### config.mk
export PLATFORM = sky130hd
export DESIGN_NAME = fbca_ctrl
export DESIGN_NICKNAME = d
export VERILOG_FILES = /design/src/rtl/core/fbca_pkg.sv /design/src/rtl/core/fbca_ctrl.sv
export SDC_FILE = /design/constraint.sdc
export NUM_CORES = 1
export LEC_CHECK = 0
export BUFFER_PORTS_ARGS = -buffer_cell sky130_fd_sc_hd__clkbuf_2
export CORE_MARGIN = 2
export CORE_UTILIZATION = 53
export CTS_CLUSTER_DIAMETER = 40
export DETAILED_ROUTE_END_ITERATION = 6
export PLACE_DENSITY_LB_ADDON = 0.15
export SLEW_MARGIN = 20
export SYNTH_ARGS = -nofsm -noshare
export SYNTH_HDL_FRONTEND = slang
export SYNTH_SLANG_ARGS = --single-unit
### constraint.sdc
create_clock -name i_clk -period 2.2 [get_ports i_clk]
set_input_delay 0.11 -clock i_clk [delete_from_list [all_inputs] [get_ports i_clk]]
set_output_delay 0.11 -clock i_clk [all_outputs]
set_load 0.02 [all_outputs]
### src/rtl/core/fbca_pkg.sv
`timescale 1ns / 1ps
`default_nettype none
// ---------------------------------------------------------------------------
// Block chain allocator package
// Shared codes, micro-operations and the status bundle between the
// controller and the datapath.
// ---------------------------------------------------------------------------
package fbca_pkg;

    localparam logic [1:0] CMD_CREATE = 2'd0;
    localparam logic [1:0] CMD_RESIZE = 2'd1;
    localparam logic [1:0] CMD_DELETE = 2'd2;

    localparam logic [1:0] ST_DONE     = 2'd0;
    localparam logic [1:0] ST_NO_SLOT  = 2'd1;
    localparam logic [1:0] ST_NO_SPACE = 2'd2;

    localparam logic [3:0] LG_MAX   = 4'd12;
    localparam logic [3:0] LG_RESET = 4'd9;

    typedef enum logic [4:0] {
        OP_NONE,
        OP_CLEAR,
        OP_LATCH,
        OP_SCAN_NEXT,
        OP_CLAIM,
        OP_NOSLOT,
        OP_EVAL,
        OP_REL_INIT,
        OP_REL_STEP,
        OP_WALK_GROW,
        OP_WALK_CUT,
        OP_WALK_STEP,
        OP_CUT,
        OP_ALC_INIT,
        OP_ALC_RD,
        OP_ALC_STEP,
        OP_REJECT,
        OP_FIN_LEN,
        OP_FIN_SHR0,
        OP_FIN_DEL
    } t_op;

    typedef struct packed {
        logic [1:0] cmd;
        logic       slot_ok;
        logic       kind_zero;
        logic       fptr_last;
        logic       grow;
        logic       shrink;
        logic       oldc_zero;
        logic       newc_zero;
        logic       too_short;
        logic       cnt_zero;
        logic       busy;
        logic       need_one;
        logic       bptr_last;
        logic       clr_last;
    } t_dp_sts;

endpackage
`default_nettype wire

### src/rtl/core/fbca_ctrl.sv
`timescale 1ns / 1ps
`default_nettype none
// ---------------------------------------------------------------------------
// Block chain allocator controller
// Sequences the clearing pass, the file table scan, chain walks, releases
// and block allocation, one request at a time.
// ---------------------------------------------------------------------------
module fbca_ctrl (
    input  wire               i_clk,
    input  wire               i_rst_n,
    input  wire               i_req_valid,
    output logic              o_req_ready,
    output logic              o_rsp_valid,
    input  wire               i_rsp_ready,
    input  fbca_pkg::t_dp_sts i_sts,
    output fbca_pkg::t_op     o_op
);
    import fbca_pkg::*;

    typedef enum logic [3:0] {
        S_CLEAR,
        S_IDLE,
        S_DISPATCH,
        S_SCAN_CHK,
        S_SCAN_WAIT,
        S_FILE_CHK,
        S_DECIDE,
        S_WALK_RD,
        S_WALK_DO,
        S_CUT_DO,
        S_REL_RD,
        S_REL_DO,
        S_ALC_RD,
        S_ALC_DO,
        S_FIN,
        S_RESULT
    } t_state;

    t_state r_state;
    t_state n_state;
    t_op    w_op;

    always_comb begin
        n_state = r_state;
        w_op    = OP_NONE;
        case (r_state)
            S_CLEAR: begin
                w_op = OP_CLEAR;
                if (i_sts.clr_last) begin
                    n_state = S_IDLE;
                end
            end
            S_IDLE: begin
                if (i_req_valid) begin
                    w_op    = OP_LATCH;
                    n_state = S_DISPATCH;
                end
            end
            S_DISPATCH: begin
                if (i_sts.cmd == CMD_CREATE) begin
                    n_state = S_SCAN_CHK;
                end else if ((i_sts.cmd == CMD_RESIZE || i_sts.cmd == CMD_DELETE)
                             && i_sts.slot_ok) begin
                    n_state = S_FILE_CHK;
                end else begin
                    n_state = S_RESULT;
                end
            end
            S_SCAN_CHK: begin
                if (i_sts.kind_zero) begin
                    w_op    = OP_CLAIM;
                    n_state = S_RESULT;
                end else if (i_sts.fptr_last) begin
                    w_op    = OP_NOSLOT;
                    n_state = S_RESULT;
                end else begin
                    w_op    = OP_SCAN_NEXT;
                    n_state = S_SCAN_WAIT;
                end
            end
            S_SCAN_WAIT: begin
                n_state = S_SCAN_CHK;
            end
            S_FILE_CHK: begin
                if (i_sts.kind_zero) begin
                    n_state = S_RESULT;
                end else begin
                    w_op    = OP_EVAL;
                    n_state = S_DECIDE;
                end
            end
            S_DECIDE: begin
                if (i_sts.cmd == CMD_DELETE) begin
                    w_op    = OP_REL_INIT;
                    n_state = S_REL_RD;
                end else if (i_sts.grow) begin
                    if (i_sts.too_short) begin
                        w_op    = OP_REJECT;
                        n_state = S_RESULT;
                    end else if (i_sts.oldc_zero) begin
                        w_op    = OP_ALC_INIT;
                        n_state = S_ALC_RD;
                    end else begin
                        w_op    = OP_WALK_GROW;
                        n_state = S_WALK_RD;
                    end
                end else if (i_sts.shrink) begin
                    if (i_sts.newc_zero) begin
                        w_op    = OP_REL_INIT;
                        n_state = S_REL_RD;
                    end else begin
                        w_op    = OP_WALK_CUT;
                        n_state = S_WALK_RD;
                    end
                end else begin
                    n_state = S_FIN;
                end
            end
            S_WALK_RD: begin
                if (!i_sts.cnt_zero) begin
                    n_state = S_WALK_DO;
                end else if (i_sts.grow) begin
                    w_op    = OP_ALC_INIT;
                    n_state = S_ALC_RD;
                end else begin
                    n_state = S_CUT_DO;
                end
            end
            S_WALK_DO: begin
                w_op    = OP_WALK_STEP;
                n_state = S_WALK_RD;
            end
            S_CUT_DO: begin
                w_op    = OP_CUT;
                n_state = S_REL_RD;
            end
            S_REL_RD: begin
                n_state = i_sts.cnt_zero ? S_FIN : S_REL_DO;
            end
            S_REL_DO: begin
                w_op    = OP_REL_STEP;
                n_state = S_REL_RD;
            end
            S_ALC_RD: begin
                w_op    = OP_ALC_RD;
                n_state = S_ALC_DO;
            end
            S_ALC_DO: begin
                w_op = OP_ALC_STEP;
                if ((!i_sts.busy && i_sts.need_one) || i_sts.bptr_last) begin
                    n_state = S_FIN;
                end else begin
                    n_state = S_ALC_RD;
                end
            end
            S_FIN: begin
                if (i_sts.cmd == CMD_DELETE) begin
                    w_op = OP_FIN_DEL;
                end else if (i_sts.newc_zero) begin
                    w_op = OP_FIN_SHR0;
                end else begin
                    w_op = OP_FIN_LEN;
                end
                n_state = S_RESULT;
            end
            S_RESULT: begin
                if (i_rsp_ready) begin
                    n_state = S_IDLE;
                end
            end
            default: begin
                n_state = S_IDLE;
            end
        endcase
    end

    always_ff @(posedge i_clk) begin
        if (!i_rst_n) begin
            r_state <= S_CLEAR;
        end else begin
            r_state <= n_state;
        end
    end

    assign o_op        = w_op;
    assign o_req_ready = (r_state == S_IDLE);
    assign o_rsp_valid = (r_state == S_RESULT);

    a_one_side: assert property (@(posedge i_clk) disable iff (!i_rst_n)
        !(o_req_ready && o_rsp_valid))
        else $error("Request and response channels are open together.");

    a_rsp_done: assert property (@(posedge i_clk) disable iff (!i_rst_n)
        (o_rsp_valid && i_rsp_ready) |=> o_req_ready)
        else $error("Controller did not return to idle after a response transfer.");

    a_latch_on_transfer: assert property (@(posedge i_clk) disable iff (!i_rst_n)
        (o_op == OP_LATCH) |-> (o_req_ready && i_req_valid))
        else $error("Request latched without a request transfer.");

endmodule
`default_nettype wire
==> impl_results.md <==
* Outcome: completed
* Total GRT Usage at 25.6%
* Pins Over Slew Limit at 0
* Drt pass-1 iters at 4
* Max reg flops at 4
* Initial Utilization at a little under three fifths
* Worst skew pair latency at 0.23 ns
* Hold Buf Count CTS at 0
* Critical path class: reg -> out
* Largest regs: r_state x4
* Critical Path End Type: output pin
* Yosys top cell by area: dfxtp_1
* Layout area overhead at 17.7%
* LEAKAGE at 0.379 nW
* Worst Skew at between 0.001 and 0.0015 ns
* Setup repair after global routing missed its margin: false
* Vias in the first global route at 847
* CP max FO at 16
* Internal at slightly below 300 uW
* Die H at about 42 um
* Slowest stage cell, crit path: dfxtp_1
* Most frequent cells in the layout: clkbuf_2, a21oi_1, nor2_1, o21ai_0, nand2_1
* Seq pwr share at 26.2%
* Post-CTS Repair Setup Buffers at 0
* Mapped Cells at 118
* Chip width at 41.8 um
* Routed wire length at between 2000 and 2500 um
* Worst-path cell chain: nor2_2 -> o21ai_2 -> nor2_1 -> or4_1 -> clkbuf_2
* Switch share at approximately 50%
* Hold Path Class: in -> reg
* Place WS at 0.442 ns
* Overflow after GRT at 0
* Setup violators final at 0
* TNS Setup at 0 ns
* Dpl hpwl at 1650 um
* Post-DR wirelength/cell at 13.0 um
* Worst-Margin Slew at 0.564 ns
* Critical Path RT at 2.09 ns
* Sw Pwr at just under 300 uW
* Core Area at 1320 um^2
* Startpoint Class: flip-flop
* Sink Count at 4
* Initial antenna violation count at 0
* Routability congestion estimate from global placement at just over 0.9
* IO Count at 26
* Final Hold Slack at 0.121 ns
* Clock share of power at 15.2%
* YS warnings at 0
* Worst EP arrival at 1.86 ns
* Largest net degree at the start of global routing at 18
* Rows at 13
* Antenna Cells at 0
* Max cap viols at 0
* Most common cell after layout, fill and taps aside: clkbuf_2
* Post-route ant nets at 0
* Slew HR at 62.4%
* Flops & latches, synth at 4
* CTS buffer count at 3
* CP max stage delay at 0.67 ns
* Finished Cell Area at 891 um^2
* Mean Syn Cell Area at 6.42 um^2
* Synthesized area at 757 um^2
* DRC at 0
* CTS tree: built
* Met2 Use GR at 40.9%
* Final Hold Viols at 0
* VDD IR max at 0.409 mV
* EDFF count, synth at 0
* Busiest grt layer: met2
* Post-DP Area at ~870 um^2
* Proportion of layout cells with a drive suffix above 1 at 28.4%
* GR Util met3 at ~6.1%
* First-pass GRT wire length at 3580 um
* Combinational power share at 58.6%
* CTS max path bufs at 2
* DRT iter0 DRCs at 36
* Max Fclk at 508 MHz
* Clock transition at the registers of the reported paths at 0.03 ns
* Final min period at 1.97 ns
* Final worst slack at 0.230 ns
* Core Util, Final at around two thirds
* Synth cell types at 42
* Synth top area share at 10.6%
* Via count at 966
* Synth area leaders: dfxtp_1, a21oi_1, o21ai_0
* CTS H-tree depth at 1
* Tcrit/Tclk final at 89.6%
* Full die area at 1750 um^2
* PwrDens at 650 nW/um^2
* Total Nets Final at about 170
* GR Util met1 at between 30% and 40%
* Largest Register: r_state
* Port buffer count at 25
* Ys flop type: dfxtp_1
* Number of vias per cell at 6.19
* Sequential fraction of the synthesis area at 10.6%
* Syn nets at 140
* Clk Tree Root Cell: clkbuf_4
* Asr flop ratio synth at 0%
-- worst max-delay path: cells and delay by family (launching register included) --
family                 cells  cell delay [ns]
AND/OR/NAND/NOR            3             0.71
flip-flops                 1             0.67
buffers and inverters      1             0.17
AO/OA/AOI/OAI              1             0.09
-- metal layers --
layer  share of wire (%)  wire, um  vias to the layer above
met3                 8.4       169                        2
met5                   0         0                        -
met1                  44       886                      435
met2                  47       954                       45
li1                    -         -                      484
met4                0.49        10                        0
-- worst paths after layout --
check | from | to | slack (ns) | cells past startpoint
setup / recovery | r_state[2] | o_op[2] | 0.23 | 5
hold / removal | i_rst_n | r_state[3] | 0.12 | 3
setup reg to reg | r_state[2] | r_state[2] | 0.61 | 4
hold reg to reg | r_state[3] | r_state[1] | 0.74 | 2
-- power groups by stage --
stage                     Combinational [mW]  Sequential [mW]  Clock, mW
after global routing                   0.379            0.159      0.105
after CTS                              0.338            0.149     0.0927
after global placement                 0.337            0.148          0
final                                  0.339            0.152     0.0881
after detailed placement               0.337            0.149          0
after floorplan                        0.310           0.0974          0
-- metrics by stage --
stage                     power (mW)  std cells
after CTS                      0.580        156
after global routing           0.643        156
after floorplan                0.408        118
after global placement         0.484        153
after detailed placement       0.487        153
final                          0.579        156
-- synthesized netlist by cell type (all sizes together), types with 2 or more instances --
cell / instances
a21oi: 15
buf: 7
nor3: 5
o21ai: 14
ha: 3
nor2: 14
nand2: 12
or3: 2
nor2b: 4
a31oi: 4
a211oi: 2
inv: 8
dfxtp: 4
a221oi: 2
nor3b: 2
-- what timing repair did --
item / in CTS / in global routing
gates resized for setup: 0 / 2
endpoints found under the setup margin: 0 / 1
endpoints found under the hold margin: 0 / 0
-- cell type report --
cell class / instances / area (um^2)
clock buffer: 3 / 22.5
inverter: 8 / 30.0
fill: 133 / 427
sequential: 4 / 82.6
tap: 15 / 18.8
timing repair buffer: 27 / 140
multi-input combinational: 99 / 597
-- cells by family after synthesis --
logic type,count (synthesis),share of synthesized area (%)
AOI/OAI and AO/OA,50,41.5
and+or+nand+nor,46,32.4
DFF,4,10.6
buffers and inverters,15,10.6
adders and majority gates,3,4.96
No activity file was read; power rests on OpenSTA's default activity.
